**config.mk**
```make
export PLATFORM = sky130hd
export DESIGN_NAME = sample_record_statistics_flat
export DESIGN_NICKNAME = d
export VERILOG_FILES = /design/src/hdl/srs_pkg.sv /design/src/hdl/srs_if.sv /design/src/hdl/sample_record_statistics.sv /design/src/hdl/srs_ram.sv /design/src/hdl/srs_decode.sv /design/src/flat_wrapper.sv
export SDC_FILE = /design/constraint.sdc
export NUM_CORES = 2
export LEC_CHECK = 0
export ABC_AREA = 1
export BUFFER_PORTS_ARGS = -buffer_cell sky130_fd_sc_hd__buf_2
export CELL_PAD_IN_SITES_DETAIL_PLACEMENT = 0
export CELL_PAD_IN_SITES_GLOBAL_PLACEMENT = 1
export CORE_ASPECT_RATIO = 0.8
export CORE_MARGIN = 5
export CORE_UTILIZATION = 48
export CTS_CLUSTER_SIZE = 14
export DETAILED_ROUTE_END_ITERATION = 7
export GPL_ROUTABILITY_DRIVEN = 0
export PLACE_DENSITY_LB_ADDON = 0.25
export SLEW_MARGIN = 20
export SYNTH_ARGS = -nofsm -noshare
export SYNTH_HDL_FRONTEND = slang
export SYNTH_SLANG_ARGS = --single-unit
```
**constraint.sdc**
```tcl
create_clock -name clk_i -period 9.2 [get_ports clk_i]
set_input_delay 0 -clock clk_i [delete_from_list [all_inputs] [get_ports clk_i]]
set_output_delay 0 -clock clk_i [all_outputs]
set_load 0.01 [all_outputs]
```
**src/hdl/srs_pkg.sv**
```systemverilog
// shared types and constants for the sample record statistics block
`default_nettype none

package srs_pkg;

  localparam int EVENT_COUNT = 14;
  localparam int SRC_W       = 5;
  localparam int IDX_W       = 5;
  localparam int READ_W      = 32;
  localparam int RAW_W       = 32;
  localparam int PLEN_W      = 16;
  localparam int WORD_W      = 64;
  localparam int PADDR_W     = 3;

  typedef enum logic [3:0] {
    EV_SKIPPED     = 4'd0,
    EV_FETCH       = 4'd1,
    EV_IC_MISS     = 4'd2,
    EV_FETCH_L1TLB = 4'd3,
    EV_FETCH_L2TLB = 4'd4,
    EV_OP          = 4'd5,
    EV_BRN_RET     = 4'd6,
    EV_BRN_MISP    = 4'd7,
    EV_DC_MISS     = 4'd8,
    EV_DC_L1TLB    = 4'd9,
    EV_DC_L2TLB    = 4'd10,
    EV_REMOTE      = 4'd11,
    EV_DRAM        = 4'd12,
    EV_SRC_OTHER   = 4'd13
  } srs_event_e;

  // record word bit positions
  localparam int FETCH_IC_MISS_BIT = 51;
  localparam int FETCH_L1TLB_BIT   = 55;
  localparam int FETCH_L2TLB_BIT   = 56;
  localparam int BRN_RET_BIT       = 37;
  localparam int BRN_MISP_BIT      = 36;
  localparam int DC_MISS_BIT       = 7;
  localparam int DC_L1TLB_BIT      = 2;
  localparam int DC_L2TLB_BIT      = 3;
  localparam int REMOTE_BIT        = 4;

  localparam logic [SRC_W-1:0] SRC_DRAM = 5'd3;

  // register map
  localparam logic CFG_OP_MODE = 1'b0;

  typedef struct packed {
    logic [EVENT_COUNT-1:0] bump;
    logic                   hist;
    logic [SRC_W-1:0]       src;
  } srs_dec_t;

endpackage

`default_nettype wire

```
**src/hdl/srs_if.sv**
```systemverilog
// record and result channel interfaces
`default_nettype none

interface srs_rec_if;
  import srs_pkg::*;
  logic                valid;
  logic                ready;
  logic                action;
  logic [RAW_W-1:0]    record_size;
  logic [PLEN_W-1:0]   payload_length;
  logic [WORD_W-1:0]   word_zero;
  logic [WORD_W-1:0]   word_two;
  logic [WORD_W-1:0]   word_three;
  logic [WORD_W-1:0]   word_four;
  logic [IDX_W-1:0]    counter_index;

  modport source (output valid, action, record_size, payload_length, word_zero, word_two,
                  word_three, word_four, counter_index, input ready);
  modport sink (input valid, action, record_size, payload_length, word_zero, word_two,
                word_three, word_four, counter_index, output ready);
endinterface

interface srs_res_if;
  import srs_pkg::*;
  logic              valid;
  logic              ready;
  logic [READ_W-1:0] read_data;
  logic [IDX_W-1:0]  read_index;

  modport source (output valid, read_data, read_index, input ready);
  modport sink (input valid, read_data, read_index, output ready);
endinterface

`default_nettype wire

```
**src/hdl/sample_record_statistics.sv**
```systemverilog
// sample record statistics top level: decode, counters, histogram ram, output queue
// one transaction per cycle in both directions when neither side stalls; counters are updated
// from the stage 1 registers after a record is accepted, and a read result passes through
// the stage 1 registers into the output queue (histogram read-modify-write)
// input stalls only while the two-entry output queue would fill up
// asynchronous reset clears the mode register, event counters and the
// per-bin valid flags, so every histogram bin reads as zero straight away
`default_nettype none

module sample_record_statistics #(
  parameter int COUNT_WIDTH = 32,
  parameter int SOURCE_BINS = 13
) (
  input  wire logic                          clk_i,
  input  wire logic                          rst_ni,
  srs_rec_if.sink                            rec_i,
  srs_res_if.source                          res_o,
  input  wire logic                          psel,
  input  wire logic                          penable,
  input  wire logic                          pwrite,
  input  wire logic [srs_pkg::PADDR_W-1:0]   paddr,
  input  wire logic [31:0]                   pwdata,
  output logic      [31:0]                   prdata,
  output logic                               pready
);
  import srs_pkg::*;

  localparam int BIN_AW = $clog2(SOURCE_BINS);
  localparam int CW     = COUNT_WIDTH;

  // configuration
  logic op_mode_q;
  logic cfg_wr;

  assign pready = 1'b1;
  assign cfg_wr = psel && penable && pwrite && (paddr[2] == CFG_OP_MODE);
  assign prdata = (paddr[2] == CFG_OP_MODE) ? {31'b0, op_mode_q} : 32'b0;

  always_ff @(posedge clk_i or negedge rst_ni) begin
    if (!rst_ni) begin
      op_mode_q <= 1'b0;
    end else if (cfg_wr) begin
      op_mode_q <= pwdata[0];
    end
  end

  // stage 0: accept and decode, issue histogram read
  srs_dec_t         dec;
  logic             accept;
  logic [5:0]       idx_off;
  logic             hist_rd;
  logic [BIN_AW-1:0] rd_addr;

  srs_decode #(.SOURCE_BINS(SOURCE_BINS)) u_decode (
    .op_mode_i        (op_mode_q),
    .record_size_i    (rec_i.record_size),
    .payload_length_i (rec_i.payload_length),
    .word_zero_i      (rec_i.word_zero),
    .word_two_i       (rec_i.word_two),
    .word_three_i     (rec_i.word_three),
    .word_four_i      (rec_i.word_four),
    .dec_o            (dec)
  );

  assign accept  = rec_i.valid && rec_i.ready;
  assign idx_off = {1'b0, rec_i.counter_index} - 6'd14;
  assign hist_rd = (rec_i.counter_index >= IDX_W'(EVENT_COUNT)) &&
                   (idx_off < 6'(SOURCE_BINS));
  assign rd_addr = rec_i.action ? BIN_AW'(idx_off) : BIN_AW'(dec.src);

  // stage 1 registers
  logic                   s1_valid_q;
  logic                   s1_read_q;
  logic                   s1_hist_rd_q;
  logic                   s1_hist_q;
  logic [EVENT_COUNT-1:0] s1_bump_q;
  logic [BIN_AW-1:0]      s1_addr_q;
  logic [IDX_W-1:0]       s1_idx_q;

  always_ff @(posedge clk_i or negedge rst_ni) begin
    if (!rst_ni) begin
      s1_valid_q <= 1'b0;
    end else begin
      s1_valid_q <= accept;
    end
  end

  always_ff @(posedge clk_i) begin
    if (accept) begin
      s1_read_q    <= rec_i.action;
      s1_hist_rd_q <= hist_rd;
      s1_hist_q    <= dec.hist && !rec_i.action;
      s1_bump_q    <= rec_i.action ? '0 : dec.bump;
      s1_addr_q    <= rd_addr;
      s1_idx_q     <= rec_i.counter_index;
    end
  end

  // histogram ram with forwarding of the write made at the read edge
  logic [CW-1:0]          ram_rdata;
  logic [CW-1:0]          bin_val;
  logic [CW-1:0]          bin_inc;
  logic                   hist_we;
  logic                   wr_vld_q;
  logic [BIN_AW-1:0]      wr_addr_q;
  logic [CW-1:0]          wr_data_q;
  logic [SOURCE_BINS-1:0] bin_vld_q;

  srs_ram #(.WIDTH(CW), .DEPTH(SOURCE_BINS)) u_hist_ram (
    .clk_i   (clk_i),
    .we_i    (hist_we),
    .waddr_i (s1_addr_q),
    .wdata_i (bin_inc),
    .re_i    (accept),
    .raddr_i (rd_addr),
    .rdata_o (ram_rdata)
  );

  always_comb begin
    if (wr_vld_q && wr_addr_q == s1_addr_q) begin
      bin_val = wr_data_q;
    end else if (bin_vld_q[s1_addr_q]) begin
      bin_val = ram_rdata;
    end else begin
      bin_val = '0;
    end
  end

  assign bin_inc = bin_val + {{(CW-1){1'b0}}, ~&bin_val};
  assign hist_we = s1_valid_q && s1_hist_q;

  always_ff @(posedge clk_i or negedge rst_ni) begin
    if (!rst_ni) begin
      wr_vld_q  <= 1'b0;
      bin_vld_q <= '0;
    end else begin
      wr_vld_q <= hist_we;
      if (hist_we) begin
        bin_vld_q[s1_addr_q] <= 1'b1;
      end
    end
  end

  always_ff @(posedge clk_i) begin
    if (hist_we) begin
      wr_addr_q <= s1_addr_q;
      wr_data_q <= bin_inc;
    end
  end

  // event counters, each saturating
  logic [CW-1:0] ev_cnt_q [EVENT_COUNT];

  always_ff @(posedge clk_i or negedge rst_ni) begin
    if (!rst_ni) begin
      for (int i = 0; i < EVENT_COUNT; i++) begin
        ev_cnt_q[i] <= '0;
      end
    end else if (s1_valid_q) begin
      for (int i = 0; i < EVENT_COUNT; i++) begin
        if (s1_bump_q[i]) begin
          ev_cnt_q[i] <= ev_cnt_q[i] + {{(CW-1){1'b0}}, ~&ev_cnt_q[i]};
        end
      end
    end
  end

  // read value at stage 1
  logic [CW-1:0] rd_val;

  always_comb begin
    if (s1_idx_q < IDX_W'(EVENT_COUNT)) begin
      rd_val = ev_cnt_q[s1_idx_q[3:0]];
    end else if (s1_hist_rd_q) begin
      rd_val = bin_val;
    end else begin
      rd_val = '0;
    end
  end

  // two-entry output queue
  logic [1:0]        occ_q;
  logic [2:0]        occ_nx;
  logic              push;
  logic              pop;
  logic [READ_W-1:0] head_data_q;
  logic [IDX_W-1:0]  head_idx_q;
  logic [READ_W-1:0] tail_data_q;
  logic [IDX_W-1:0]  tail_idx_q;
  logic [READ_W-1:0] push_data;

  assign push      = s1_valid_q && s1_read_q;
  assign pop       = res_o.valid && res_o.ready;
  assign push_data = READ_W'(rd_val);
  assign occ_nx    = {1'b0, occ_q} + 3'(push) - 3'(pop);
  assign rec_i.ready = occ_nx < 3'd2;

  assign res_o.valid      = (occ_q != 2'd0);
  assign res_o.read_data  = head_data_q;
  assign res_o.read_index = head_idx_q;

  always_ff @(posedge clk_i or negedge rst_ni) begin
    if (!rst_ni) begin
      occ_q <= 2'd0;
    end else begin
      occ_q <= occ_nx[1:0];
    end
  end

  always_ff @(posedge clk_i) begin
    if (pop) begin
      if (occ_q == 2'd2) begin
        head_data_q <= tail_data_q;
        head_idx_q  <= tail_idx_q;
        if (push) begin
          tail_data_q <= push_data;
          tail_idx_q  <= s1_idx_q;
        end
      end else if (push) begin
        head_data_q <= push_data;
        head_idx_q  <= s1_idx_q;
      end
    end else if (push) begin
      if (occ_q == 2'd0) begin
        head_data_q <= push_data;
        head_idx_q  <= s1_idx_q;
      end else begin
        tail_data_q <= push_data;
        tail_idx_q  <= s1_idx_q;
      end
    end
  end

`ifndef SYNTH
  // a finishing read never finds the output queue full without a drain
  assert property (@(posedge clk_i) disable iff (!rst_ni)
    push |-> (occ_q != 2'd2) || pop)
    else $error("output queue overflow");

  // histogram writes stay inside the bins
  assert property (@(posedge clk_i) disable iff (!rst_ni)
    hist_we |-> ({1'b0, s1_addr_q} < (BIN_AW + 1)'(SOURCE_BINS)))
    else $error("histogram write out of range");

  // an accepted read transaction reaches stage 1 as a read with no updates
  assert property (@(posedge clk_i) disable iff (!rst_ni)
    accept && rec_i.action |=> s1_valid_q && s1_read_q && !hist_we && (s1_bump_q == '0))
    else $error("read transaction disturbed counters");

  // forwarded data is only used right after a write
  assert property (@(posedge clk_i) disable iff (!rst_ni)
    wr_vld_q |-> $past(hist_we))
    else $error("stale forwarding");
`endif

endmodule

`default_nettype wire

```
**src/hdl/srs_ram.sv**
```systemverilog
// generic single-write, single-read ram with registered read data
`default_nettype none

module srs_ram #(
  parameter int WIDTH = 32,
  parameter int DEPTH = 16
) (
  input  wire logic                     clk_i,
  input  wire logic                     we_i,
  input  wire logic [$clog2(DEPTH)-1:0] waddr_i,
  input  wire logic [WIDTH-1:0]         wdata_i,
  input  wire logic                     re_i,
  input  wire logic [$clog2(DEPTH)-1:0] raddr_i,
  output logic      [WIDTH-1:0]         rdata_o
);

  logic [WIDTH-1:0] mem_q [DEPTH];

  always_ff @(posedge clk_i) begin
    if (we_i) begin
      mem_q[waddr_i] <= wdata_i;
    end
    if (re_i) begin
      rdata_o <= mem_q[raddr_i];
    end
  end

endmodule

`default_nettype wire

```
**src/hdl/srs_decode.sv**
```systemverilog
// record decode: word count, fetch and op event flags, source bin
`default_nettype none

module srs_decode #(
  parameter int SOURCE_BINS = 13
) (
  input  wire logic                            op_mode_i,
  input  wire logic [srs_pkg::RAW_W-1:0]       record_size_i,
  input  wire logic [srs_pkg::PLEN_W-1:0]      payload_length_i,
  input  wire logic [srs_pkg::WORD_W-1:0]      word_zero_i,
  input  wire logic [srs_pkg::WORD_W-1:0]      word_two_i,
  input  wire logic [srs_pkg::WORD_W-1:0]      word_three_i,
  input  wire logic [srs_pkg::WORD_W-1:0]      word_four_i,
  output srs_pkg::srs_dec_t                    dec_o
);
  import srs_pkg::*;

  logic [RAW_W-1:0]  raw_eff;
  logic              have_words;
  logic [RAW_W-1:0]  nw_raw;
  logic [PLEN_W-1:0] nw_pay;
  logic [2:0]        n_raw;
  logic [2:0]        n_pay;
  logic [2:0]        nwords;
  logic [SRC_W-1:0]  src;
  logic              src_in_range;

  always_comb begin
    raw_eff    = (payload_length_i < PLEN_W'(4)) ? '0 : record_size_i;
    have_words = (raw_eff > RAW_W'(4)) && (payload_length_i > PLEN_W'(8));
    nw_raw     = (raw_eff - RAW_W'(4)) >> 3;
    nw_pay     = (payload_length_i - PLEN_W'(8)) >> 3;
    // only counts up to five matter, so clamp both to 3 bits
    n_raw      = (|nw_raw[RAW_W-1:3]) ? 3'd7 : nw_raw[2:0];
    n_pay      = (|nw_pay[PLEN_W-1:3]) ? 3'd7 : nw_pay[2:0];
    nwords     = (n_raw < n_pay) ? n_raw : n_pay;

    src          = {word_three_i[7:6], word_three_i[2:0]};
    src_in_range = {1'b0, src} < 6'(SOURCE_BINS);

    dec_o      = '0;
    dec_o.src  = src;
    if (!have_words || nwords == 3'd0) begin
      dec_o.bump[EV_SKIPPED] = 1'b1;
    end else if (!op_mode_i) begin
      dec_o.bump[EV_FETCH]       = 1'b1;
      dec_o.bump[EV_IC_MISS]     = word_zero_i[FETCH_IC_MISS_BIT];
      dec_o.bump[EV_FETCH_L1TLB] = word_zero_i[FETCH_L1TLB_BIT];
      dec_o.bump[EV_FETCH_L2TLB] = word_zero_i[FETCH_L2TLB_BIT];
    end else begin
      dec_o.bump[EV_OP] = 1'b1;
      if (nwords > 3'd2 && word_two_i[BRN_RET_BIT]) begin
        dec_o.bump[EV_BRN_RET]  = 1'b1;
        dec_o.bump[EV_BRN_MISP] = word_two_i[BRN_MISP_BIT];
      end
      if (nwords > 3'd4) begin
        dec_o.bump[EV_DC_MISS]  = word_four_i[DC_MISS_BIT];
        dec_o.bump[EV_DC_L1TLB] = word_four_i[DC_L1TLB_BIT];
        dec_o.bump[EV_DC_L2TLB] = word_four_i[DC_L2TLB_BIT];
      end
      if (nwords > 3'd3) begin
        dec_o.bump[EV_REMOTE]    = word_three_i[REMOTE_BIT];
        dec_o.bump[EV_DRAM]      = (src == SRC_DRAM);
        dec_o.hist               = src_in_range;
        dec_o.bump[EV_SRC_OTHER] = !src_in_range;
      end
    end
  end

endmodule

`default_nettype wire

```
**src/flat_wrapper.sv**
```systemverilog
// flat-port wrapper written by rule: the top's interface ports become plain ports
module sample_record_statistics_flat import srs_pkg::*;
#(
  parameter int COUNT_WIDTH = 32,
  parameter int SOURCE_BINS = 13
)
  (clk_i, rst_ni, psel, penable, pwrite, paddr, pwdata, prdata, pready, rec_i_valid, rec_i_action, rec_i_record_size, rec_i_payload_length, rec_i_word_zero, rec_i_word_two, rec_i_word_three, rec_i_word_four, rec_i_counter_index, rec_i_ready, res_o_valid, res_o_read_data, res_o_read_index, res_o_ready);
  srs_rec_if rec_i_i ();
  srs_res_if res_o_i ();
  input  wire logic clk_i;
  input  wire logic rst_ni;
  input  wire logic psel;
  input  wire logic penable;
  input  wire logic pwrite;
  input  wire logic [srs_pkg::PADDR_W-1:0] paddr;
  input  wire logic [31:0] pwdata;
  output logic      [31:0] prdata;
  output logic pready;
  input wire logic [$bits(rec_i_i.valid)-1:0] rec_i_valid;
  input wire logic [$bits(rec_i_i.action)-1:0] rec_i_action;
  input wire logic [$bits(rec_i_i.record_size)-1:0] rec_i_record_size;
  input wire logic [$bits(rec_i_i.payload_length)-1:0] rec_i_payload_length;
  input wire logic [$bits(rec_i_i.word_zero)-1:0] rec_i_word_zero;
  input wire logic [$bits(rec_i_i.word_two)-1:0] rec_i_word_two;
  input wire logic [$bits(rec_i_i.word_three)-1:0] rec_i_word_three;
  input wire logic [$bits(rec_i_i.word_four)-1:0] rec_i_word_four;
  input wire logic [$bits(rec_i_i.counter_index)-1:0] rec_i_counter_index;
  output wire logic [$bits(rec_i_i.ready)-1:0] rec_i_ready;
  output wire logic [$bits(res_o_i.valid)-1:0] res_o_valid;
  output wire logic [$bits(res_o_i.read_data)-1:0] res_o_read_data;
  output wire logic [$bits(res_o_i.read_index)-1:0] res_o_read_index;
  input wire logic [$bits(res_o_i.ready)-1:0] res_o_ready;
  assign rec_i_i.valid = rec_i_valid;
  assign rec_i_i.action = rec_i_action;
  assign rec_i_i.record_size = rec_i_record_size;
  assign rec_i_i.payload_length = rec_i_payload_length;
  assign rec_i_i.word_zero = rec_i_word_zero;
  assign rec_i_i.word_two = rec_i_word_two;
  assign rec_i_i.word_three = rec_i_word_three;
  assign rec_i_i.word_four = rec_i_word_four;
  assign rec_i_i.counter_index = rec_i_counter_index;
  assign rec_i_ready = rec_i_i.ready;
  assign res_o_valid = res_o_i.valid;
  assign res_o_read_data = res_o_i.read_data;
  assign res_o_read_index = res_o_i.read_index;
  assign res_o_i.ready = res_o_ready;
  sample_record_statistics #(.COUNT_WIDTH(COUNT_WIDTH), .SOURCE_BINS(SOURCE_BINS)) u_core (.clk_i(clk_i), .rst_ni(rst_ni), .rec_i(rec_i_i), .res_o(res_o_i), .psel(psel), .penable(penable), .pwrite(pwrite), .paddr(paddr), .pwdata(pwdata), .prdata(prdata), .pready(pready));
endmodule
```
Word-level counts from Yosys, hierarchy flattened
Memory sizes are Yosys's and may differ from the RTL's. A register that Yosys moved wholly into a read port is not among the register bits.
Index checks and enable logic that the tools add are counted.
Widths: inputs -> output; s select.
{"block": "word_totals", "ff_bits": 602, "ram_bits": 416, "in_bits": 352, "out_inout_bits": 72, "n_memories": 1}
{"block": "classes", "addsub": 20, "order_cmp": 15, "n_eq_ne": 5, "n_mux": 44, "bitwise_logic": 7, "reduce_logical": 77}
{"memory": "u_core.u_hist_ram.mem_q", "depth": 13, "width": 32, "read_ports": 1, "rd_ports_with_merged_regs": 1, "write_ports": 1, "line_no": "srs_ram.sv:17", "source": "logic [WIDTH-1:0] mem_q [DEPTH];"}
{"cell": "$mux 32", "count": 16}
{"cell": "$add 32x1->32", "count": 15}
{"cell": "$reduce_and 32->1", "count": 15}
{"cell": "$bmux 32 s4", "count": 1}
{"cell": "$mux 5", "count": 9}
{"cell": "$gt 32x3->1 const B", "count": 1}
{"cell": "$sub 32x3->32 const B", "count": 1}
{"cell": "$reduce_and 2->1", "count": 14}
{"cell": "$reduce_or 26->1", "count": 1}
{"cell": "$logic_not 1->1", "count": 18}
{"cell": "$gt 16x4->1 const B", "count": 1}
{"cell": "$lt 16x3->1 const B", "count": 1}
{"cell": "$sub 16x4->16 const B", "count": 1}
{"cell": "$logic_and 1x1->1", "count": 13}
{"cell": "$or 13x13->13", "count": 1}
{"cell": "$mux 1", "count": 12}
{"cell": "$reduce_or 4->1", "count": 3}
{"cell": "$lt 5x4->1 const B", "count": 2}
{"cell": "$reduce_or 10->1", "count": 1}
{"cell": "$mux 3", "count": 3}
{"cell": "$reduce_bool 2->1", "count": 4}
{"cell": "$gt 3x2->1 const B", "count": 2}
{"cell": "$lt 6x4->1 const B", "count": 1}
{"cell": "$reduce_and 3->1", "count": 2}
{"cell": "25 further kinds", "count": 30}

Longest topological paths before layout
{"block": "logic_depth", "ltp_word": 12, "ltp_mapped": 32, "depth_no_buf": 29}

Modules after synthesis
A second synthesis with hierarchy kept.
{"block": "hier_totals", "hier_cells": 6051, "area_unflattened_um2": 54438.5}
{"mod": "sample_record_statistics", "n_inst": 1, "cells_per_inst": 3985, "area_per_inst_um2": 33737.4, "seq_area_each_um2": 15745.1}
{"mod": "srs_ram", "n_inst": 1, "cells_per_inst": 1642, "area_per_inst_um2": 18580.3, "seq_area_each_um2": 13452.9}
{"mod": "srs_decode", "n_inst": 1, "cells_per_inst": 424, "area_per_inst_um2": 2120.8, "seq_area_each_um2": 0.0}

Least setup slack after synthesis
Ideal clock, no wire load.
{"block": "synth_timing", "kind": "register to register", "from": "register u_core.s1_valid_q", "to": "memory u_core.u_hist_ram.mem_q[12][0], enable pin", "setup_time_ns": 0.463, "arrival_ns": 3.971, "required_time_ns": 8.737, "slack_ns": 4.767, "path_stages_with_launch": 7, "path_buffers": 2, "period_less_slack_ns": 4.433, "cell_sequence": "dfrtp_1 buf_4 buf_4 nand2_1 inv_1 nand2_1 nor3_1"}
{"block": "synth_between", "elab_chain_len": 3}
{"element": "start: declaration", "line_no": "sample_record_statistics.sv:72", "source": "logic s1_valid_q;"}
{"element": "start signal: assignment", "line_no": "sample_record_statistics.sv:84", "source": "s1_valid_q <= accept;"}
{"element": "$logic_and 1x1->1", "line_no": "sample_record_statistics.sv:130", "source": "assign hist_we = s1_valid_q && s1_hist_q;"}
{"element": "net u_core.hist_we", "line_no": "sample_record_statistics.sv:103", "source": "logic hist_we;"}
{"element": "$mux 1", "line_no": "srs_ram.sv:20", "source": "if (we_i) begin"}
{"element": "$mux 1 (not written as such)", "line_no": "srs_ram.sv:21", "source": "mem_q[waddr_i] <= wdata_i;"}
{"element": "end: declaration", "line_no": "srs_ram.sv:17"}
The timed path passes the listed nets, and every way through them passes these cells.

Worst setup path after layout
{"block": "layout_timing", "from": "register u_core.s1_addr_q[1]", "to": "register u_core.wr_data_q[26], data pin"}
{"block": "layout_between", "elab_chain_len": 7, "word_cells_on_any_way": 9}
{"element": "start: declaration", "line_no": "sample_record_statistics.sv:77", "source": "logic [BIN_AW-1:0] s1_addr_q;"}
{"element": "start signal: assignment", "line_no": "sample_record_statistics.sv:94", "source": "s1_addr_q <= rd_addr;"}
{"element": "$bmux 1 s4", "line_no": "sample_record_statistics.sv:122", "source": "end else if (bin_vld_q[s1_addr_q]) begin"}
{"element": "$mux 1 (not written as such)", "line_no": "sample_record_statistics.sv:122"}
{"element": "$mux 32", "line_no": "sample_record_statistics.sv:122"}
{"element": "$mux 32 *", "line_no": "sample_record_statistics.sv:120", "source": "if (wr_vld_q && wr_addr_q == s1_addr_q) begin"}
{"element": "$reduce_and 32->1", "line_no": "sample_record_statistics.sv:129", "source": "assign bin_inc = bin_val + {{(CW-1){1'b0}}, ~&bin_val};"}
{"element": "$logic_not 1->1", "line_no": "sample_record_statistics.sv:129"}
{"element": "$add 32x1->32 *", "line_no": "sample_record_statistics.sv:129"}
{"element": "net u_core.bin_inc[26]", "line_no": "sample_record_statistics.sv:102", "source": "logic [CW-1:0] bin_inc;"}
{"element": "end signal: assignment", "line_no": "sample_record_statistics.sv:147", "source": "wr_data_q <= bin_inc;"}
{"element": "end: declaration", "line_no": "sample_record_statistics.sv:106", "source": "logic [CW-1:0] wr_data_q;"}
Mark *: on every way through the listed nets, which the timed path passes. The rest lies on a longest branch. The select of a mux whose other input is x is not followed.
A chain may end at the register's enable or synchronous reset.

==> metrics.cfg <==
[synth]
ys_async_sr_fraction=0.444
postSynth.topFlopCell=sky130_fd_sc_hd__edfxtp_1
number_of_synthesized_flops_with_an_enable_pin=584
cell_types_with_the_largest_area_share_after_synthesis=sky130_fd_sc_hd__edfxtp_1 34%, sky130_fd_sc_hd__dfrtp_1 23%, sky130_fd_sc_hd__xor2_1 5.6%
synth_area_leader_cell=sky130_fd_sc_hd__edfxtp_1
yosys.area.top_type_share=0.339
syn_inst=5298
synthesis.area_per_instance_um2=9.75
netlist-cell-type-count=72
yosysSeqAreaShare=0.565
synth.most_common_cell=sky130_fd_sc_hd__inv_1
yosys_register_bits=1050
post_synth_most_frequent_cells=654 x sky130_fd_sc_hd__inv_1, 652 x sky130_fd_sc_hd__nand2_1, 584 x sky130_fd_sc_hd__edfxtp_1
synth-warning-count=0
post_synth_instance_area_mm2=0.0517

[clock_tree]
cts.root.buffer_cell=sky130_fd_sc_hd__clkbuf_16
post_cts.resized_instances=0
cts_tree=done
cts_made_buffers=104
clk_transition_reported_paths_ps=60
clkLatencyLatePin_ps=730
cts-hold-fix-buffers=28
tritoncts_num_sinks=1050
postCtsSetupBuffers=0
clock_tree.htree_level_count=3
cts-root-to-sink-buffers=3

[global_route]
grt_overflow_total=0
grt_start_max_net_pins=149
grt_util_all_layers=0.253
antenna_found_initial=3
grt_first_pass_wirelength_mm=221
vias_in_the_first_global_route=35800

[die]
io-pin-count=424
floorplan.initialDensity=0.484
core_area_mm2=0.107
fp.dieArea_mm2=0.114
floorplan.die.width_um=377
die_y_um=303
std_cell_rows=107

[critical_path]
timing.critical_path.slowest_cell_delay_ps=880
cp.required_ps=9570
cp_arrival_ps=6630
path_delay_family=simple AND/OR/NAND/NOR gates
critPathMostFrequentCell=sky130_fd_sc_hd__nand2_1
crit_path_end_kind=flip-flop
worstPathMaxFanout=38
critical_path_top_delay_cell=sky130_fd_sc_hd__o21ai_0
criticalPathCategory=flip-flop to flip-flop
crit_chain=xor2_1 -> nor2_2 -> nand4_4 -> o21ai_0 -> nand2_1 -> nor2_1 -> nand3_1 -> nor4_1 -> nand4_1 -> ha_1 -> ha_1 -> nand3_1 -> nor2_1 -> nand2_1 -> nor2_2 -> nand2_2 -> nor2_2 -> nand2_1 -> nor3_1 -> nand2_1 -> xor2_1
cp_num_buf_inv=0
worstSetupStartpointType=flip-flop

[sta]
rsz0062_at_grt=no
worst_skew_ps=44.8
aggregate_negative_setup_slack_ps=0
hold_viol=0
final.min_clock_period_ps=6260
relSlewSlack=0.141
slew_violations=0
timing.fmax_mhz=160
worst_slew_pin_slew_ps=1280
period_share=0.681
finalSetupViolations=0

[routing]
route.final.wire_length_mm=146
routed-via-count=38600
first_pass_iters=6
remaining_drc_errors=0
route.detailed.vias_per_inst=5.58
detail_route.iter0.violations=3971
post_drt_wl_per_cell_um=21.1
postRouteAntennaNets=0

[finish]
final_nets=5790
filler_cell_count=9588
layout.cells.non_filler=6905
layout-drive-gt1-share=0.0922
syn_to_final_growth_pct=11.3

[flow_run]
max_cap_violations=0

[placed_design]
inst_count_dp=6681
hpwlAfterDp_mm=98.1
numPortBuffers=116

[power_and_ir_drop]
vdd.ir_drop.worst_uv=375
leakage_nw=23.5
ratio_of_total_power_to_cell_area_mw_per_mm2=225

[outcome]
run_status=complete, no violations

[min_path]
hold_class=primary input to flip-flop

power by group:
group,total (mW),switching [mW],internal (mW)
Combinational,2.75,2.04,0.710
Sequential,5.87,0.235,5.63
Clock,4.31,1.89,2.43
final cells by class:
type / count / area [µm²] / share of cell area
antenna: 1 / 2.50 / 0.0000435
sequential: 1050 / 29200 / 0.508
inverter: 664 / 2500 / 0.0435
clock inverter: 51 / 531 / 0.00923
timing repair buffer: 199 / 1330 / 0.0231
multi-input combinational: 3379 / 19200 / 0.334
clock buffer: 144 / 2950 / 0.0514
tap: 1417 / 1770 / 0.0308
cell usage in the layout (no fill, tap or decap), types with 8 or more instances in the layout:
cell type / count
sky130_fd_sc_hd__a31oi_1: 18
sky130_fd_sc_hd__nand3_1: 260
sky130_fd_sc_hd__clkinv_2: 20
sky130_fd_sc_hd__a32o_1: 14
sky130_fd_sc_hd__or2_2: 10
sky130_fd_sc_hd__clkbuf_1: 21
sky130_fd_sc_hd__nor3_2: 11
sky130_fd_sc_hd__a21oi_1: 404
sky130_fd_sc_hd__a221oi_1: 8
sky130_fd_sc_hd__nor3_1: 117
sky130_fd_sc_hd__o21ai_1: 14
sky130_fd_sc_hd__nand2_2: 20
sky130_fd_sc_hd__clkbuf_16: 105
sky130_fd_sc_hd__a211oi_1: 12
sky130_fd_sc_hd__ha_1: 39
sky130_fd_sc_hd__edfxtp_1: 584
sky130_fd_sc_hd__conb_1: 32
sky130_fd_sc_hd__nor2_2: 25
sky130_fd_sc_hd__nor2_1: 373
sky130_fd_sc_hd__o211ai_1: 126
sky130_fd_sc_hd__nor4_1: 69
sky130_fd_sc_hd__xor2_1: 327
sky130_fd_sc_hd__o221ai_1: 9
sky130_fd_sc_hd__o21ai_2: 13
sky130_fd_sc_hd__nand3b_1: 11
sky130_fd_sc_hd__nand4_1: 104
sky130_fd_sc_hd__inv_1: 650
sky130_fd_sc_hd__mux2_2: 39
sky130_fd_sc_hd__clkbuf_8: 18
sky130_fd_sc_hd__xnor2_1: 98
sky130_fd_sc_hd__nand2_1: 648
sky130_fd_sc_hd__inv_2: 10
sky130_fd_sc_hd__clkinv_1: 15
sky130_fd_sc_hd__o21ai_0: 452
sky130_fd_sc_hd__o22ai_1: 14
sky130_fd_sc_hd__dfrtp_1: 466
sky130_fd_sc_hd__dlygate4sd3_1: 27
sky130_fd_sc_hd__buf_4: 53
sky130_fd_sc_hd__buf_2: 115
sky130_fd_sc_hd__nor2_4: 17
kinds of logic (layout without fill, tap and decap cells):
logic type | Yosys count | after routing | share of synthesized area
AOI/OAI and AO/OA | 1134 | 1134 | 0.124
xor gates and xnor gates | 431 | 431 | 0.0731
adders and majority gates | 40 | 40 | 0.00983
buffers and inverters | 899 | 1058 | 0.0688
DFF | 1050 | 1050 | 0.565
muxes | 39 | 39 | 0.00850
other | 2 | 33 | 0.000145
and+or+nand+nor | 1703 | 1703 | 0.150
sequential cells by signal, summed over array words and instances, names as in the netlist:
name	cells
u_core.bin_vld_q	13
u_core.res_o.read_index	5
u_core.tail_idx_q	5
u_core.wr_data_q	32
u_core.wr_vld_q	1
u_core.s1_hist_q	1
u_core.op_mode_q	1
u_core.u_hist_ram.mem_q	416
u_core.s1_read_q	1
u_core.occ_q	2
u_core.ev_cnt_q	448
u_core.s1_idx_q	5
u_core.s1_addr_q	4
u_core.res_o.read_data	32
u_core.s1_bump_q	14
u_core.s1_hist_rd_q	1
u_core.u_hist_ram.rdata_o	32
u_core.tail_data_q	32
u_core.wr_addr_q	4
u_core.s1_valid_q	1
worst paths after layout:
| path | endpoint | depth (start not counted) | slack, ps | from |
|---|---|---|---|---|
| max | u_core.wr_data_q[26] | 21 | 2940 | u_core.s1_addr_q[1] |
| min | u_core.s1_bump_q[6] | 8 | 20 | rec_i_payload_length[3] |
| max reg2reg | u_core.wr_data_q[26] | 21 | 2940 | u_core.s1_addr_q[1] |
| min reg2reg | u_core.tail_idx_q[4] | 0 | 460 | u_core.s1_idx_q[4] |
| max in group asynchronous | u_core.ev_cnt_q[71] | 5 | 6910 | rst_ni |
| min in group asynchronous | u_core.ev_cnt_q[340] | 4 | 450 | rst_ni |
metal layers:
metal / vias to the layer above / track usage / wire, µm
met5: - / 0 / 0
li1: 18300 / - / -
met4: 0 / 0.0484 / 2600
met2: 1337 / 0.360 / 60000
met3: 157 / 0.0504 / 11900
met1: 18700 / 0.402 / 71000
worst min-delay path, delay by kind of cell:
kind | cells | cell delay [ps]
buf+inv | 1 | 130
simple gates | 7 | 470
metrics by stage:
stage	cell area (µm²)	util	hold slack (ps)	setup WS, ps	power (mW)
after floorplan	51800	-	-296	4770	7.46
after global placement	53700	0.503	-21.6	3270	8.64
after detailed placement	53700	0.503	-16.5	3290	8.66
after CTS	57500	0.538	8.41	3260	13.0
after global routing	57500	0.539	34.7	2490	13.5
final	57500	0.539	19.2	2940	12.9
Note: power is estimated with default switching activity, not from simulation.
